==> config.mk <==
export PLATFORM = sky130hd
export DESIGN_NAME = bankers_request_and_safety_check
export DESIGN_NICKNAME = d
export VERILOG_FILES = /design/src/hdl/bk_pkg.sv /design/src/hdl/bk_row_mem.sv /design/src/hdl/bankers_request_and_safety_check.sv
export SDC_FILE = /design/constraint.sdc
export NUM_CORES = 1
export LEC_CHECK = 0
export ABC_AREA = 1
export ABC_CLOCK_PERIOD_IN_PS = 5200
export BUFFER_PORTS_ARGS = -buffer_cell sky130_fd_sc_hd__buf_2
export CORE_AREA = 2 2 308 310
export CTS_CLUSTER_SIZE = 16
export DETAILED_ROUTE_END_ITERATION = 10
export DIE_AREA = 0 0 310 312
export GPL_TIMING_DRIVEN = 0
export PLACE_DENSITY_LB_ADDON = 0.12
export SLEW_MARGIN = 40
export SYNTH_ARGS = -nofsm -noshare
export SYNTH_HDL_FRONTEND = slang
export SYNTH_SLANG_ARGS = --single-unit
==> constraint.sdc <==
create_clock -name clk -period 5.2 [get_ports clk]
set_clock_uncertainty 0.2 [all_clocks]
set_input_delay 1.04 -clock clk [delete_from_list [all_inputs] [get_ports clk]]
set_output_delay 1.04 -clock clk [all_outputs]
set_load 0.1 [all_outputs]
==> src/hdl/bk_pkg.sv <==
// Shared types, codes and sizes for the deadlock-avoidance request checker.
package bk_pkg;

  localparam int MAX_PROCS     = 4;
  localparam int MAX_RESOURCES = 4;
  localparam int AMOUNT_BITS   = 8;
  localparam int PROC_BITS     = 2;
  localparam int COUNT_BITS    = 3;
  localparam int CFG_BITS      = 3;
  localparam int IN_LANES      = 4;
  localparam int IN_AMT_BITS   = 8;

  typedef logic [PROC_BITS-1:0]  proc_t;
  typedef logic [COUNT_BITS-1:0] count_t;
  typedef logic [CFG_BITS-1:0]   cfg_val_t;

  typedef enum logic [1:0] {
    CMD_LOAD_MAX   = 2'd0,
    CMD_LOAD_ALLOC = 2'd1,
    CMD_SET_AVAIL  = 2'd2,
    CMD_REQUEST    = 2'd3
  } cmd_t;

  typedef enum logic [1:0] {
    STAT_OK    = 2'd0,
    STAT_NEED  = 2'd1,
    STAT_AVAIL = 2'd2
  } status_t;

  typedef enum logic {
    CFG_PROCS     = 1'b0,
    CFG_RESOURCES = 1'b1
  } cfg_idx_t;

  typedef struct packed {
    logic  en;
    proc_t addr;
  } row_wr_t;

endpackage

==> src/hdl/bk_row_mem.sv <==
// Per-process row memory with registered read and row valid bits.
module bk_row_mem #(
  parameter int WIDTH = bk_pkg::MAX_RESOURCES * bk_pkg::AMOUNT_BITS
) (
  input  logic             clk,
  input  logic             rst_n,
  input  bk_pkg::row_wr_t  wr,
  input  logic [WIDTH-1:0] wdata,
  input  bk_pkg::proc_t    raddr,
  output logic [WIDTH-1:0] rdata
);

  logic [WIDTH-1:0]            mem [bk_pkg::MAX_PROCS];
  logic [bk_pkg::MAX_PROCS-1:0] vld_r;
  logic [WIDTH-1:0]            rdata_r;
  logic                        rvld_r;

  always_ff @(posedge clk) begin
    if (wr.en) begin
      mem[wr.addr] <= wdata;
    end
    rdata_r <= mem[raddr];
  end

  always_ff @(posedge clk) begin
    if (!rst_n) begin
      vld_r  <= '0;
      rvld_r <= 1'b0;
    end else begin
      rvld_r <= vld_r[raddr];
      if (wr.en) begin
        vld_r[wr.addr] <= 1'b1;
      end
    end
  end

  assign rdata = rvld_r ? rdata_r : '0;

endmodule

==> src/hdl/bankers_request_and_safety_check.sv <==
// Top level of the request checker: command sequencer, safety scan and channels.
//
//   channel  direction  handshake           payload
//   in_      input      in_valid/in_stall   cmd, process, amount_0..amount_3
//   out_     output     out_valid/out_stall status, safe, finish_count, order_0..order_3
//   cfg_     input      cfg_valid/cfg_ready index, data (procs_in_use, resources_in_use)
//
// A load or set command passes through three steps: accept, row read, result.
// A granted request adds the safety scan, one row per cycle from the registered
// row memories, over the np processes in use.
// Reset clears the row valid bits, the available vector and the control state.
// A result waits in the output register while the next item is taken in.
module bankers_request_and_safety_check #(
  parameter int MAX_RESOURCES = bk_pkg::MAX_RESOURCES,
  parameter int AMOUNT_BITS   = bk_pkg::AMOUNT_BITS
) (
  input  logic                           clk,
  input  logic                           rst_n,
  input  logic                           in_valid,
  output logic                           in_stall,
  input  logic [1:0]                     in_cmd,
  input  logic [bk_pkg::PROC_BITS-1:0]   in_process,
  input  logic [bk_pkg::IN_AMT_BITS-1:0] in_amount_0,
  input  logic [bk_pkg::IN_AMT_BITS-1:0] in_amount_1,
  input  logic [bk_pkg::IN_AMT_BITS-1:0] in_amount_2,
  input  logic [bk_pkg::IN_AMT_BITS-1:0] in_amount_3,
  output logic                           out_valid,
  input  logic                           out_stall,
  output logic [1:0]                     out_status,
  output logic                           out_safe,
  output logic [bk_pkg::COUNT_BITS-1:0]  out_finish_count,
  output logic [bk_pkg::PROC_BITS-1:0]   out_order_0,
  output logic [bk_pkg::PROC_BITS-1:0]   out_order_1,
  output logic [bk_pkg::PROC_BITS-1:0]   out_order_2,
  output logic [bk_pkg::PROC_BITS-1:0]   out_order_3,
  input  logic                           cfg_valid,
  output logic                           cfg_ready,
  input  logic                           cfg_index,
  input  logic [bk_pkg::CFG_BITS-1:0]    cfg_data
);

  localparam int ROW_W = MAX_RESOURCES * AMOUNT_BITS;

  typedef logic [AMOUNT_BITS-1:0] amt_t;
  typedef amt_t [MAX_RESOURCES-1:0] row_t;

  typedef enum logic [3:0] {
    ST_IDLE = 4'b0001,
    ST_RD   = 4'b0010,
    ST_SCAN = 4'b0100,
    ST_OUT  = 4'b1000
  } state_t;

  function automatic amt_t sat_add(amt_t a, amt_t b);
    logic [AMOUNT_BITS:0] s;
    s = {1'b0, a} + {1'b0, b};
    return s[AMOUNT_BITS] ? '1 : s[AMOUNT_BITS-1:0];
  endfunction

  state_t state_r, state_nxt;

  bk_pkg::cfg_val_t procs_r, res_r;
  bk_pkg::count_t   np_w, nr_w;
  logic [MAX_RESOURCES-1:0] lane_on;

  bk_pkg::cmd_t  cmd_r;
  bk_pkg::proc_t proc_r;
  row_t          amt_r;
  row_t          avail_r, avail_nxt;
  row_t          work_r, work_nxt;

  bk_pkg::status_t status_r, status_nxt;
  logic            safe_r, safe_nxt;
  bk_pkg::count_t  count_r, count_nxt;
  bk_pkg::count_t  idle_r, idle_nxt;
  bk_pkg::proc_t   order_r [bk_pkg::MAX_PROCS];
  bk_pkg::proc_t   order_nxt [bk_pkg::MAX_PROCS];
  logic [bk_pkg::MAX_PROCS-1:0] done_r, done_nxt;

  bk_pkg::proc_t iss_pos_r, iss_pos_nxt;
  bk_pkg::proc_t eval_pos_r, eval_pos_nxt;
  logic          dvalid_r, dvalid_nxt;

  logic [bk_pkg::IN_AMT_BITS-1:0] in_amt [bk_pkg::IN_LANES];

  bk_pkg::row_wr_t alloc_wr, need_wr;
  bk_pkg::proc_t   raddr;
  row_t            alloc_rd, need_rd, alloc_wd, need_wd;
  logic [ROW_W-1:0] alloc_rd_bits, need_rd_bits;

  logic in_xfer, out_free;
  logic out_valid_r;
  bk_pkg::status_t out_status_r;
  logic            out_safe_r;
  bk_pkg::count_t  out_count_r;
  bk_pkg::proc_t   out_order_r [bk_pkg::MAX_PROCS];

  assign in_amt[0] = in_amount_0;
  assign in_amt[1] = in_amount_1;
  assign in_amt[2] = in_amount_2;
  assign in_amt[3] = in_amount_3;

  assign in_stall  = (state_r != ST_IDLE);
  assign in_xfer   = in_valid && !in_stall;
  assign out_free  = !out_valid_r || !out_stall;
  assign cfg_ready = 1'b1;

  always_comb begin
    if (procs_r == '0) begin
      np_w = bk_pkg::count_t'(1);
    end else if (procs_r > bk_pkg::cfg_val_t'(bk_pkg::MAX_PROCS)) begin
      np_w = bk_pkg::count_t'(bk_pkg::MAX_PROCS);
    end else begin
      np_w = bk_pkg::count_t'(procs_r);
    end
    if (res_r == '0) begin
      nr_w = bk_pkg::count_t'(1);
    end else if (res_r > bk_pkg::cfg_val_t'(MAX_RESOURCES)) begin
      nr_w = bk_pkg::count_t'(MAX_RESOURCES);
    end else begin
      nr_w = bk_pkg::count_t'(res_r);
    end
    for (int r = 0; r < MAX_RESOURCES; r++) begin
      lane_on[r] = (bk_pkg::count_t'(r) < nr_w);
    end
  end

  assign raddr    = (state_r == ST_IDLE) ? in_process : iss_pos_r;
  assign alloc_rd = row_t'(alloc_rd_bits);
  assign need_rd  = row_t'(need_rd_bits);

  bk_row_mem #(.WIDTH(ROW_W)) u_alloc_mem (
    .clk   (clk),
    .rst_n (rst_n),
    .wr    (alloc_wr),
    .wdata (ROW_W'(alloc_wd)),
    .raddr (raddr),
    .rdata (alloc_rd_bits)
  );

  bk_row_mem #(.WIDTH(ROW_W)) u_need_mem (
    .clk   (clk),
    .rst_n (rst_n),
    .wr    (need_wr),
    .wdata (ROW_W'(need_wd)),
    .raddr (raddr),
    .rdata (need_rd_bits)
  );

  always_comb begin
    logic           fits;
    logic           refuse_need;
    bk_pkg::count_t cnt_up;
    bk_pkg::count_t idl_up;
    bk_pkg::count_t iss_up;

    state_nxt    = state_r;
    avail_nxt    = avail_r;
    work_nxt     = work_r;
    status_nxt   = status_r;
    safe_nxt     = safe_r;
    count_nxt    = count_r;
    idle_nxt     = idle_r;
    order_nxt    = order_r;
    done_nxt     = done_r;
    iss_pos_nxt  = iss_pos_r;
    eval_pos_nxt = eval_pos_r;
    dvalid_nxt   = dvalid_r;
    alloc_wr     = '{en: 1'b0, addr: proc_r};
    need_wr      = '{en: 1'b0, addr: proc_r};
    alloc_wd     = alloc_rd;
    need_wd      = need_rd;
    fits         = 1'b0;
    refuse_need  = 1'b0;
    cnt_up       = count_r + bk_pkg::count_t'(1);
    idl_up       = idle_r + bk_pkg::count_t'(1);
    iss_up       = {1'b0, iss_pos_r} + bk_pkg::count_t'(1);

    unique case (state_r)
      ST_IDLE: begin
        if (in_xfer) begin
          status_nxt = bk_pkg::STAT_OK;
          safe_nxt   = 1'b0;
          count_nxt  = '0;
          idle_nxt   = '0;
          done_nxt   = '0;
          for (int k = 0; k < bk_pkg::MAX_PROCS; k++) begin
            order_nxt[k] = '0;
          end
          state_nxt = ST_RD;
        end
      end
      ST_RD: begin
        state_nxt = ST_OUT;
        unique case (cmd_r)
          bk_pkg::CMD_LOAD_MAX: begin
            need_wr.en = 1'b1;
            for (int r = 0; r < MAX_RESOURCES; r++) begin
              if (lane_on[r]) begin
                need_wd[r] = amt_r[r];
              end
            end
          end
          bk_pkg::CMD_LOAD_ALLOC: begin
            alloc_wr.en = 1'b1;
            need_wr.en  = 1'b1;
            for (int r = 0; r < MAX_RESOURCES; r++) begin
              if (lane_on[r]) begin
                alloc_wd[r] = amt_r[r];
                need_wd[r]  = (need_rd[r] > amt_r[r]) ? need_rd[r] - amt_r[r] : '0;
              end
            end
          end
          bk_pkg::CMD_SET_AVAIL: begin
            for (int r = 0; r < MAX_RESOURCES; r++) begin
              if (lane_on[r]) begin
                avail_nxt[r] = amt_r[r];
              end
            end
          end
          bk_pkg::CMD_REQUEST: begin
            if ({1'b0, proc_r} >= np_w) begin
              refuse_need = 1'b1;
              status_nxt  = bk_pkg::STAT_NEED;
            end else begin
              for (int r = MAX_RESOURCES - 1; r >= 0; r--) begin
                if (lane_on[r] && amt_r[r] > need_rd[r]) begin
                  status_nxt = bk_pkg::STAT_NEED;
                end else if (lane_on[r] && amt_r[r] > avail_r[r]) begin
                  status_nxt = bk_pkg::STAT_AVAIL;
                end
              end
            end
            if (!refuse_need && status_nxt == bk_pkg::STAT_OK) begin
              alloc_wr.en = 1'b1;
              need_wr.en  = 1'b1;
              for (int r = 0; r < MAX_RESOURCES; r++) begin
                if (lane_on[r]) begin
                  alloc_wd[r]  = sat_add(alloc_rd[r], amt_r[r]);
                  need_wd[r]   = need_rd[r] - amt_r[r];
                  avail_nxt[r] = avail_r[r] - amt_r[r];
                end
              end
              work_nxt    = avail_nxt;
              iss_pos_nxt = '0;
              dvalid_nxt  = 1'b0;
              state_nxt   = ST_SCAN;
            end
          end
        endcase
      end
      ST_SCAN: begin
        iss_pos_nxt  = (iss_up < np_w) ? iss_up[bk_pkg::PROC_BITS-1:0] : '0;
        eval_pos_nxt = iss_pos_r;
        dvalid_nxt   = 1'b1;
        if (dvalid_r) begin
          fits = !done_r[eval_pos_r];
          for (int r = 0; r < MAX_RESOURCES; r++) begin
            if (lane_on[r] && need_rd[r] > work_r[r]) begin
              fits = 1'b0;
            end
          end
          if (fits) begin
            for (int r = 0; r < MAX_RESOURCES; r++) begin
              if (lane_on[r]) begin
                work_nxt[r] = sat_add(work_r[r], alloc_rd[r]);
              end
            end
            done_nxt[eval_pos_r] = 1'b1;
            order_nxt[count_r[bk_pkg::PROC_BITS-1:0]] = eval_pos_r;
            count_nxt = cnt_up;
            idle_nxt  = '0;
          end else begin
            idle_nxt = idl_up;
          end
          if (count_nxt == np_w || idle_nxt == np_w) begin
            safe_nxt  = (count_nxt == np_w);
            state_nxt = ST_OUT;
          end
        end
      end
      ST_OUT: begin
        if (out_free) begin
          state_nxt = ST_IDLE;
        end
      end
      default: begin
        state_nxt = ST_IDLE;
      end
    endcase
  end

  always_ff @(posedge clk) begin
    if (!rst_n) begin
      state_r     <= ST_IDLE;
      procs_r     <= bk_pkg::cfg_val_t'(3);
      res_r       <= bk_pkg::cfg_val_t'(3);
      avail_r     <= '0;
      out_valid_r <= 1'b0;
      dvalid_r    <= 1'b0;
    end else begin
      state_r  <= state_nxt;
      avail_r  <= avail_nxt;
      dvalid_r <= dvalid_nxt;
      if (cfg_valid && cfg_ready) begin
        unique case (bk_pkg::cfg_idx_t'(cfg_index))
          bk_pkg::CFG_PROCS:     procs_r <= cfg_data;
          bk_pkg::CFG_RESOURCES: res_r   <= cfg_data;
          default: ;
        endcase
      end
      if (state_r == ST_OUT && out_free) begin
        out_valid_r <= 1'b1;
      end else if (!out_stall) begin
        out_valid_r <= 1'b0;
      end
    end
  end

  always_ff @(posedge clk) begin
    if (in_xfer) begin
      cmd_r  <= bk_pkg::cmd_t'(in_cmd);
      proc_r <= in_process;
      for (int r = 0; r < MAX_RESOURCES; r++) begin
        amt_r[r] <= AMOUNT_BITS'(in_amt[r]);
      end
    end
    work_r     <= work_nxt;
    status_r   <= status_nxt;
    safe_r     <= safe_nxt;
    count_r    <= count_nxt;
    idle_r     <= idle_nxt;
    order_r    <= order_nxt;
    done_r     <= done_nxt;
    iss_pos_r  <= iss_pos_nxt;
    eval_pos_r <= eval_pos_nxt;
    if (state_r == ST_OUT && out_free) begin
      out_status_r <= status_r;
      out_safe_r   <= safe_r;
      out_count_r  <= count_r;
      out_order_r  <= order_r;
    end
  end

  assign out_valid        = out_valid_r;
  assign out_status       = out_status_r;
  assign out_safe         = out_safe_r;
  assign out_finish_count = out_count_r;
  assign out_order_0      = out_order_r[0];
  assign out_order_1      = out_order_r[1];
  assign out_order_2      = out_order_r[2];
  assign out_order_3      = out_order_r[3];

endmodule
==> flow_metrics.py, run 1 <==
metrics = {
    "yosys": {
        "ys_seq_elements": 481,
        "synth_edf_count": 363,
        "ys_top_cells_by_area": "edfxtp_1, nand2_1, dfxtp_1",
        "ys_async_sr_fraction": 0,
        "yosysSeqAreaShare": 0.4933,
        "yosys.area.top_type_share": 0.4054,
        "ys.flop_type": "edfxtp_1",
        "yosys.area.top_type": "edfxtp_1",
        "synth_nets": 3362,
        "synth_cell_types": 58,
        "yosys_warnings": 0,
        "syn_inst": 3135,
        "syn_area_um2": 26890,
        "avgSynthCellArea_um2": 8.577,
    },
    "timing": {
        "fin_setup_tns_ps": 0,
        "hold_viol": 0,
        "finalSetupViolCount": 0,
        "rsz0062_at_grt": "false",
        "worst_slack_ps": 153.0,
        "slew_viol_final": 0,
        "tightestPinTransition_ps": 898.5,
        "relSlewSlack": 0.4010,
        "max_freq_mhz": 198.1,
        "fin_crit_sh": 0.9706,
        "fin_crit_ps": 5047,
    },
    "place": {
        "pre_cts_ws_ps": -914.6,
        "hpwl_mm": 74.65,
        "portBuffers": 59,
        "postPlaceCellArea_um2": 28940,
        "globalplace.congestion": 0.9310,
    },
    "clock_network": {
        "cts_tree": "done",
        "cts_buffer_depth": 3,
        "cts_num_sinks": 481,
        "cts_hold_buf": 0,
        "numCtsBuffers": 56,
        "cts-root-buf": "clkbuf_16",
        "clkLatencyLatePin_ps": 650,
        "clk_pin_slew_ps": 60,
        "h-tree-depth": 2,
    },
    "global_routing": {
        "grt_pass1_vias": 21110,
        "antenna_found_initial": 3,
        "overflow": 0,
        "grt_pass1_wl_mm": 144.2,
        "groute.usage.overall": 0.2029,
        "grt_max_degree": 33,
    },
    "job": {
        "cap_viol_max_count": 0,
    },
    "worst_setup_path": {
        "worstSetupStartpointType": "flip-flop",
        "r2r_setup_slack_ps": 150,
        "crit_fanout": 10,
        "reg2reg_depth": 23,
        "critPathRequiredTime_ps": 5360,
        "worst_setup_path_end_kind": "flip-flop",
        "arrival_ps": 5210,
        "critical_path_class": "flip-flop to flip-flop",
    },
    "floorplan": {
        "die_w_um": 310,
        "coreArea_um2": 93050,
        "dieArea_um2": 96720,
        "die_h_um": 312,
        "rows": 112,
        "start_util": 0.2890,
        "ios": 62,
    },
    "power": {
        "pwr_density_cell_nw_per_um2": 527.8,
        "p_seq_frac": 0.331,
        "p_clk_frac": 0.240,
        "ir_drop_mv": 0.2698,
        "finalPower_w": 0.01633,
        "p_sw_frac": 0.4360,
        "p_int_w": 0.009207,
        "p_comb_frac": 0.428,
        "p_leak_nw": 13.70,
        "switching_power_w": 0.007118,
    },
    "detailed_routing": {
        "maxUsedRoutingLayer": "met4",
        "final_antenna_net_count": 0,
        "wl_met3_mm": 4.771,
        "firstDrtPassIters": 6,
        "drtIter0Drc": 1757,
        "drc": 0,
        "vias_per_cell": 4.860,
        "met2_length_mm": 45.03,
        "wl_met1_mm": 46.77,
        "routed_wl_mm": 99.17,
        "vias": 22190,
        "wl_per_cell_um": 21.72,
    },
    "hold_path": {
        "whs_path_depth": 0,
        "hold_class": "flip-flop to flip-flop",
    },
    "cells_and_area": {
        "drive_above_1_share": 0.07251,
        "finalNetCount": 3489,
        "area_growth_pct": 15.04,
        "final_common_cell": "nand2_1",
        "design_area_um2": 30930,
        "layout_common_cells": "nand2_1, inv_1, edfxtp_1",
        "fillCellCount": 9853,
    },
    "status": {
        "outcome": "complete, no violations",
    },
}
## power by group through the flow
stage          clock network, W  logic [W]  registers, W
2_1_floorplan                 0    0.00447       0.00527
3_3_place_gp                  0    0.00691       0.00550
3_5_place_dp                  0    0.00693       0.00547
4_1_cts                 0.00402    0.00699       0.00541
5_1_grt                 0.00414    0.00780       0.00545
6_report                0.00392    0.00699       0.00541
## final timing paths
check / start / endpoint
max: u_need_mem.rvld_r / u_need_mem.mem[0][10]
min: safe_r / out_safe
max reg2reg: u_need_mem.rvld_r / u_need_mem.mem[0][10]
min reg2reg: safe_r / out_safe
## logic make-up (layout without fill, tap and decap cells)
group,count (synthesis),in the layout,synth area share
buffers and inverters,501,676,0.07161
other,1,2,0.0001395
AO/OA/AOI/OAI,652,652,0.1351
XOR/XNOR,68,68,0.02215
flip-flops,481,481,0.4933
adder cells (fa/ha/maj),182,182,0.08888
AND/OR/NAND/NOR,1250,1250,0.1889
## critical path, stage by stage, from the launching register on
cell	delay (ps)
dfxtp_1	450
buf_4	220
clkbuf_2	330
nand2_1	240
ha_1	250
inv_1	100
ha_1	160
nor2_2	60
o21ai_2	210
nand2_1	70
nand2_1	170
nand2_1	160
nand2_1	130
nand2_1	70
nand2_1	60
nand2_1	80
nand2_2	110
nand2_1	70
nor2_2	690
buf_2	440
nand2_1	90
nand3_1	80
a22oi_1	90
clkbuf_4	210
## what timing repair did
action	CTS	global route
pin swaps	0	2
resized for setup	24	5
setup endpoints to repair	581	325
cloned	0	0
setup buffers	0	3
## Yosys cell counts (all sizes together) (2+ instances only)
library cell	count
a211oi	6
a21boi	9
a21o	7
a21oi	205
a22o	3
a22oi	25
a2bb2oi	3
a31oi	6
buf	27
clkbuf	93
clkinv	6
dfxtp	118
edfxtp	363
fa	15
ha	167
inv	375
nand2	741
nand3	135
nand3b	5
nand4	20
nor2	316
nor3	22
o211ai	9
o21a	5
o21ai	272
o21bai	14
o221ai	2
o22ai	77
o31ai	2
or2	7
xnor2	32
xor2	36
## per-stage QoR
stage / utilization / hold slack, ps / instances
floorplan: - / 200.3 / 3135
global placement: 0.3090 / 208.5 / 4448
detailed placement: 0.3110 / 206.3 / 4454
CTS: 0.3316 / 221.2 / 4560
global route: 0.3324 / 240.6 / 4564
finish: 0.3324 / 218.4 / 4565
## state kept, by name (all words and copies together) (netlist names), 8 cells and up
register,count
u_alloc_mem.mem,128
u_need_mem.mem,128
avail_r,32
u_need_mem.rdata_r,32
u_alloc_mem.rdata_r,32
work_r,32
order_r,8
amt_r,32
## final cells by class
type / count / area, um^2 / area share
clock inverter: 29 / 240.2 / 0.007766
inverter: 381 / 1498 / 0.04842
sequential: 481 / 13260 / 0.4288
multi-input combinational: 2153 / 11830 / 0.3823
tap: 1254 / 1569 / 0.05072
clock buffer: 77 / 1572 / 0.05080
antenna: 1 / 2.502 / 0.00008090
timing repair buffer: 69 / 435.4 / 0.01408
buffer: 120 / 526.8 / 0.01703
## per-layer routing
metal,vias up,global-route usage
met5,-,0
met4,0,0.05138
met1,10630,0.2892
met2,591,0.3252
met3,120,0.02489
li1,10850,-
No activity file was read; power rests on OpenSTA's default activity.
==> inputs of run 2 (changes only) <==
--- a/config.mk
+++ b/config.mk
@@ -6,7 +6,7 @@
 export NUM_CORES = 1
 export LEC_CHECK = 0
 export ABC_AREA = 1
-export ABC_CLOCK_PERIOD_IN_PS = 5200
+export ABC_CLOCK_PERIOD_IN_PS = 5750
 export BUFFER_PORTS_ARGS = -buffer_cell sky130_fd_sc_hd__buf_2
 export CORE_AREA = 2 2 308 310
 export CTS_CLUSTER_SIZE = 16
@@ -14,6 +14,7 @@
 export DIE_AREA = 0 0 310 312
 export GPL_TIMING_DRIVEN = 0
 export PLACE_DENSITY_LB_ADDON = 0.12
+export SETUP_SLACK_MARGIN = 0.2
 export SLEW_MARGIN = 40
 export SYNTH_ARGS = -nofsm -noshare
 export SYNTH_HDL_FRONTEND = slang
==> constraint.sdc (replaced) <==
create_clock -name clk -period 5.75 [get_ports clk]
set_clock_uncertainty 0.2 [all_clocks]
set_input_delay 1.15 -clock clk [delete_from_list [all_inputs] [get_ports clk]]
set_output_delay 1.15 -clock clk [all_outputs]
set_load 0.1 [all_outputs]
==> run 2 against run 1 <==
Net effect:
- via count barely moved
- largest cell class unchanged
- clock power decreased by 9.4%
- cell count about the same
- combinational power decreased by 9.7%
- power down 9.6%
- die area did not move
- maximum frequency fell by 7.0%
- first-iteration DRC count is 1.9% higher
- sequential power decreased by 9.4%
==> flow_metrics.py, run 2 (synthesis results as in run 1) <==
metrics = {
    "status": {
        "outcome": "complete, no violations",
    },
    "global_routing": {
        "grt_pass1_wl_mm": 144.2,
        "grt_pass1_vias": 21130,
        "grt_max_degree": 33,
        "groute.usage.overall": 0.2029,
        "antenna_found_initial": 3,
        "overflow": 0,
    },
    "clock_network": {
        "clk_pin_slew_ps": 60,
        "cts_buffer_depth": 3,
        "clkLatencyLatePin_ps": 650,
        "cts_tree": "done",
        "cts-root-buf": "clkbuf_16",
        "cts_hold_buf": 0,
        "h-tree-depth": 2,
        "cts_setup_buffers": 0,
        "cts_num_sinks": 481,
        "numCtsBuffers": 56,
    },
    "worst_setup_path": {
        "crit_path_start": "u_need_mem.rvld_r",
        "crit_fanout": 10,
        "critPathRequiredTime_ps": 5910,
        "worstReg2RegEnd": "u_need_mem.mem[0][10]",
        "worst_setup_path_end_kind": "flip-flop",
        "regToRegStartpoint": "u_need_mem.rvld_r",
        "cp-endpoint": "u_need_mem.mem[0][10]",
        "critical_path_class": "flip-flop to flip-flop",
        "reg2reg_depth": 23,
        "r2r_setup_slack_ps": 320,
        "crit_chain": "buf_4 -> clkbuf_1 -> nand2_1 -> ha_1 -> inv_1 -> ha_1 -> nor2_2 -> o21ai_2 -> nand2_1 -> nand2_1 -> nand2_1 -> nand2_1 -> nand2_1 -> nand2_1 -> nand2_1 -> nand2_2 -> nand2_1 -> nor2_2 -> buf_2 -> nand2_1 -> nand3_1 -> a22oi_1 -> clkbuf_4",
        "worstSetupStartpointType": "flip-flop",
        "crit_slowest_cell": "nor2_2",
        "cpMostUsedCell": "nand2_1",
        "arrival_ps": 5590,
        "critPathMaxStageDelay_ps": 670,
    },
    "detailed_routing": {
        "maxUsedRoutingLayer": "met4",
        "vias": 22180,
        "routed_wl_mm": 99.23,
        "drtIter0Drc": 1791,
        "drc": 0,
        "firstDrtPassIters": 6,
        "wl_met1_mm": 46.89,
        "wl_met3_mm": 4.506,
        "final_antenna_net_count": 0,
        "vias_per_cell": 4.862,
        "wl_per_cell_um": 21.75,
        "met2_length_mm": 45.27,
    },
    "cells_and_area": {
        "design_area_um2": 30870,
        "post-route-util": 0.3318,
        "fillCellCount": 9855,
        "area_growth_pct": 14.81,
        "final_common_cell": "nand2_1",
        "finalNetCount": 3486,
        "drive_above_1_share": 0.07046,
        "layout_common_cells": "nand2_1, inv_1, edfxtp_1",
        "reg_top3": "u_alloc_mem.mem x128, u_need_mem.mem x128",
    },
    "floorplan": {
        "die_w_um": 310,
        "rows": 112,
        "ios": 62,
        "start_util": 0.2890,
        "die_h_um": 312,
        "coreArea_um2": 93050,
        "dieArea_um2": 96720,
    },
    "place": {
        "hpwl_mm": 74.65,
        "globalplace.congestion": 0.9310,
        "postPlaceCellArea_um2": 28940,
        "pre_cts_ws_ps": -364.6,
        "portBuffers": 59,
    },
    "timing": {
        "tightestPinTransition_ps": 910.9,
        "max_freq_mhz": 184.3,
        "worst_slack_ps": 322.7,
        "finalSetupViolCount": 0,
        "rsz0062_at_grt": "true",
        "hold_ws_ps": 218.3,
        "relSlewSlack": 0.3927,
        "slew_viol_final": 0,
        "fin_crit_ps": 5427,
        "fin_crit_sh": 0.9439,
        "hold_viol": 0,
    },
    "power": {
        "ir_drop_mv": 0.2433,
        "p_leak_nw": 13.65,
        "pwr_density_cell_nw_per_um2": 477.9,
    },
    "hold_path": {
        "hold_class": "flip-flop to flip-flop",
    },
    "job": {
        "cap_viol_max_count": 0,
    },
}
## run 2: changes by cell type in the layout (fill, tap and decap cells not counted), sizes merged
| cell | delta |
|---|---|
| clkinv | +4 |
| bufinv | -3 |
| clkbuf | -2 |
| buf | -1 |
| inv | -1 |
## run 2: report_power, final
group	switching, W	internal [W]	leakage [nW]
Clock	0.00153	0.00201	0.890
Combinational	0.00449	0.00182	8.43
Sequential	0.000414	0.00448	4.34
## run 2: metal layers
| metal | vias up | GRT usage |
|---|---|---|
| met5 | - | 0 |
| met4 | 0 | 0.05259 |
| met3 | 116 | 0.02455 |
| met2 | 560 | 0.3248 |
| met1 | 10670 | 0.2895 |
| li1 | 10840 | - |
## run 2: timing repair
action	in CTS	in global routing
resized for setup	7	22
cloned	0	0
setup endpoints to repair	441	235
## run 2: area by class of cell
cell class	count	area, um^2	share of cell area
tap	1254	1569	0.05082
timing repair buffer	66	412.9	0.01337
antenna	1	2.502	0.00008106
sequential	481	13260	0.4296
multi-input combinational	2153	11800	0.3824
clock inverter	29	240.2	0.007782
clock buffer	77	1572	0.05091
inverter	381	1494	0.04839
buffer	120	514.2	0.01666
## run 2: worst max-delay path, delay by kind of cell, from the launching register on
kind            cells  cell delay, ps
compound gates      2             300
fa+ha+maj           2             450
buf+inv             5            1550
flops               1             460
simple gates       14            2170
## run 2: worst min path at each step
| stage | startpoint | to | cells past startpoint |
|---|---|---|---|
| 3_3_place_gp | safe_r | out_safe | 0 |
| 6_report | safe_r | out_safe | 0 |
| 5_1_grt | safe_r | out_safe | 0 |
| 2_1_floorplan | safe_r | out_safe | 0 |
| 4_1_cts | safe_r | out_safe | 0 |
| 3_5_place_dp | safe_r | out_safe | 0 |
## run 2: stage by stage
stage / power, W / std cells / setup TNS, ps
final: 0.01475 / 4562 / 0
after global routing: 0.01571 / 4561 / 0
after CTS: 0.01483 / 4560 / 0
after detailed placement: 0.01122 / 4454 / -43260
after global placement: 0.01122 / 4448 / -307730
after floorplan: 0.008814 / 3135 / 0
==> inputs of run 3 (changes only) <==
--- a/config.mk
+++ b/config.mk
@@ -8,6 +8,8 @@
 export ABC_AREA = 1
 export ABC_CLOCK_PERIOD_IN_PS = 5750
 export BUFFER_PORTS_ARGS = -buffer_cell sky130_fd_sc_hd__buf_2
+export CELL_PAD_IN_SITES_DETAIL_PLACEMENT = 1
+export CELL_PAD_IN_SITES_GLOBAL_PLACEMENT = 1
 export CORE_AREA = 2 2 308 310
 export CTS_CLUSTER_SIZE = 16
 export DETAILED_ROUTE_END_ITERATION = 10
==> run 3 against run 2 <==
Net effect:
- worst setup slack improved by 130 ps
- power up 2.3%
- register-to-register slack improved by 130 ps
- non-clock buffer count rose by 6
- die area unchanged
- clock power is essentially flat
- largest cell class unchanged
- critical path depth is 5 lower
- first-iteration DRC count is 29% lower
- sequential power barely moved
==> flow_metrics.py, run 3 (synthesis results as in run 1) <==
metrics = {
    "floorplan": {
        "die_w_um": 310,
        "coreArea_um2": 93050,
        "ios": 62,
        "start_util": 0.2890,
        "die_h_um": 312,
        "dieArea_um2": 96720,
        "rows": 112,
    },
    "cells_and_area": {
        "finalNetCount": 3493,
        "final_common_cell": "nand2_1",
        "layout_common_cells": "nand2_1, inv_1, edfxtp_1",
        "area_growth_pct": 15.11,
        "drive_above_1_share": 0.07182,
        "reg_top3": "u_alloc_mem.mem x128, u_need_mem.mem x128",
        "post-route-util": 0.3326,
        "design_area_um2": 30950,
    },
    "worst_setup_path": {
        "critical_path_class": "flip-flop to flip-flop",
        "crit_fanout": 24,
        "reg2reg_depth": 18,
        "crit_slowest_cell": "dfxtp_1",
        "cpMostUsedCell": "clkbuf_4",
        "worst_setup_path_end_kind": "flip-flop",
        "worstReg2RegEnd": "u_alloc_mem.mem[2][13]",
        "crit_path_start": "u_need_mem.rvld_r",
        "critPathMaxStageDelay_ps": 440,
        "critPathRequiredTime_ps": 5870,
        "cp-endpoint": "u_alloc_mem.mem[2][13]",
        "arrival_ps": 5420,
        "worstSetupStartpointType": "flip-flop",
        "crit_chain": "buf_4 -> clkbuf_4 -> clkbuf_4 -> nand2_1 -> inv_1 -> ha_1 -> a21oi_1 -> nor3_1 -> nor3b_1 -> o21ai_1 -> or2_1 -> a21oi_4 -> nand3_4 -> nand2_8 -> buf_2 -> nand3_1 -> inv_4 -> buf_12",
        "regToRegStartpoint": "u_need_mem.rvld_r",
        "crit_cells": 18,
        "cpLargestDelayFamily": "buffers and inverters",
        "r2r_setup_slack_ps": 450,
        "crit_buf_inv": 7,
    },
    "power": {
        "ir_drop_mv": 0.2435,
        "pwr_density_cell_nw_per_um2": 487.8,
        "p_sw_frac": 0.4479,
        "p_clk_frac": 0.235,
        "p_leak_nw": 13.66,
        "p_int_w": 0.008336,
        "p_seq_frac": 0.326,
        "p_comb_frac": 0.439,
        "switching_power_w": 0.006762,
    },
    "detailed_routing": {
        "final_antenna_net_count": 0,
        "drtIter0Drc": 1271,
        "firstDrtPassIters": 5,
        "routed_wl_mm": 109.6,
        "vias": 22720,
        "drc": 0,
        "wl_per_cell_um": 24.00,
        "vias_per_cell": 4.974,
    },
    "place": {
        "postPlaceCellArea_um2": 29000,
        "globalplace.congestion": 0.9032,
        "portBuffers": 59,
        "pre_cts_ws_ps": -852.2,
        "hpwl_mm": 85.64,
    },
    "global_routing": {
        "grt_max_degree": 33,
        "antenna_found_initial": 2,
        "overflow": 0,
        "grt_pass1_wl_mm": 160.6,
        "grt_pass1_vias": 24270,
        "groute.usage.overall": 0.2263,
    },
    "clock_network": {
        "numCtsBuffers": 57,
        "clkLatencyLatePin_ps": 660,
        "cts-root-buf": "clkbuf_16",
        "clk_pin_slew_ps": 60,
        "cts_num_sinks": 481,
        "cts_hold_buf": 0,
        "h-tree-depth": 2,
        "cts_buffer_depth": 3,
        "cts_tree": "done",
    },
    "timing": {
        "rsz0062_at_grt": "true",
        "fin_crit_ps": 5297,
        "worst_slack_ps": 453.4,
        "fin_crit_sh": 0.9211,
        "relSlewSlack": 0.4243,
        "finalSetupViolCount": 0,
        "hold_viol": 0,
        "slew_viol_final": 0,
        "max_freq_mhz": 188.8,
        "tightestPinTransition_ps": 862.6,
    },
    "hold_path": {
        "hp-start": "safe_r",
        "hold_class": "flip-flop to flip-flop",
    },
    "status": {
        "outcome": "complete, no violations",
    },
    "job": {
        "cap_viol_max_count": 0,
    },
}
## run 3: worst min path at each step
stage | endpoint | slack (ps) | depth (start not counted)
6_report | out_safe | 230 | 0
5_1_grt | out_safe | 230 | 0
4_1_cts | out_safe | 230 | 0
3_5_place_dp | out_safe | 220 | 0
3_3_place_gp | out_safe | 200 | 0
2_1_floorplan | out_safe | 200 | 0
## run 3: metrics by stage
stage	TNS (ps)	cells	total power [W]	hold WS, ps
5_1_grt	0	4568	0.01608	231.4
3_3_place_gp	-410140	4448	0.01139	203.2
4_1_cts	0	4565	0.01524	229.2
6_report	0	4569	0.01510	227.8
2_1_floorplan	0	3135	0.008814	200.3
3_5_place_dp	-220420	4458	0.01162	215.2
## run 3: power groups by stage
stage               sequential [W]  clock [W]  combinational (W)
floorplan                  0.00477          0            0.00405
global placement           0.00503          0            0.00636
detailed placement         0.00501          0            0.00661
CTS                        0.00494    0.00364            0.00666
global route               0.00495    0.00376            0.00736
finish                     0.00492    0.00354            0.00663
## run 3: repair_timing
| action | 4_1_cts | 5_1_grt |
|---|---|---|
| gates resized for setup | 14 | 18 |
| pin swaps | 1 | 2 |
| setup buffers | 0 | 3 |
| hold endpoints to repair | 0 | 0 |
| setup endpoints to repair | 586 | 403 |
## run 3: layout make-up
class                      count  area [um^2]
antenna                        1        2.502
buffer                       120        526.8
clock buffer                  73         1516
clock inverter                34        291.5
fill                       11010        62100
inverter                     381         1465
multi-input combinational   2153        11820
sequential                   481        13260
tap                         1254         1569
timing repair buffer          72        493.0
## run 3: metal layers
| metal | part of all wire | vias up | global-route usage |
|---|---|---|---|
| li1 | - | 10840 | - |
| met4 | 0.032 | 0 | 0.06983 |
| met3 | 0.026 | 133 | 0.01939 |
| met5 | 0 | - | 0 |
| met1 | 0.45 | 11380 | 0.2943 |
| met2 | 0.49 | 366 | 0.3964 |
## run 3: worst register-to-register path: stages, from the launching register on
cell and delay (ps):
dfxtp_1 440, buf_4 260, clkbuf_4 300, clkbuf_4 300
nand2_1 120, inv_1 200, ha_1 340, a21oi_1 220
nor3_1 80, nor3b_1 240, o21ai_1 220, or2_1 320
a21oi_4 250, nand3_4 260, nand2_8 270, buf_2 260
nand3_1 180, inv_4 250, buf_12 220
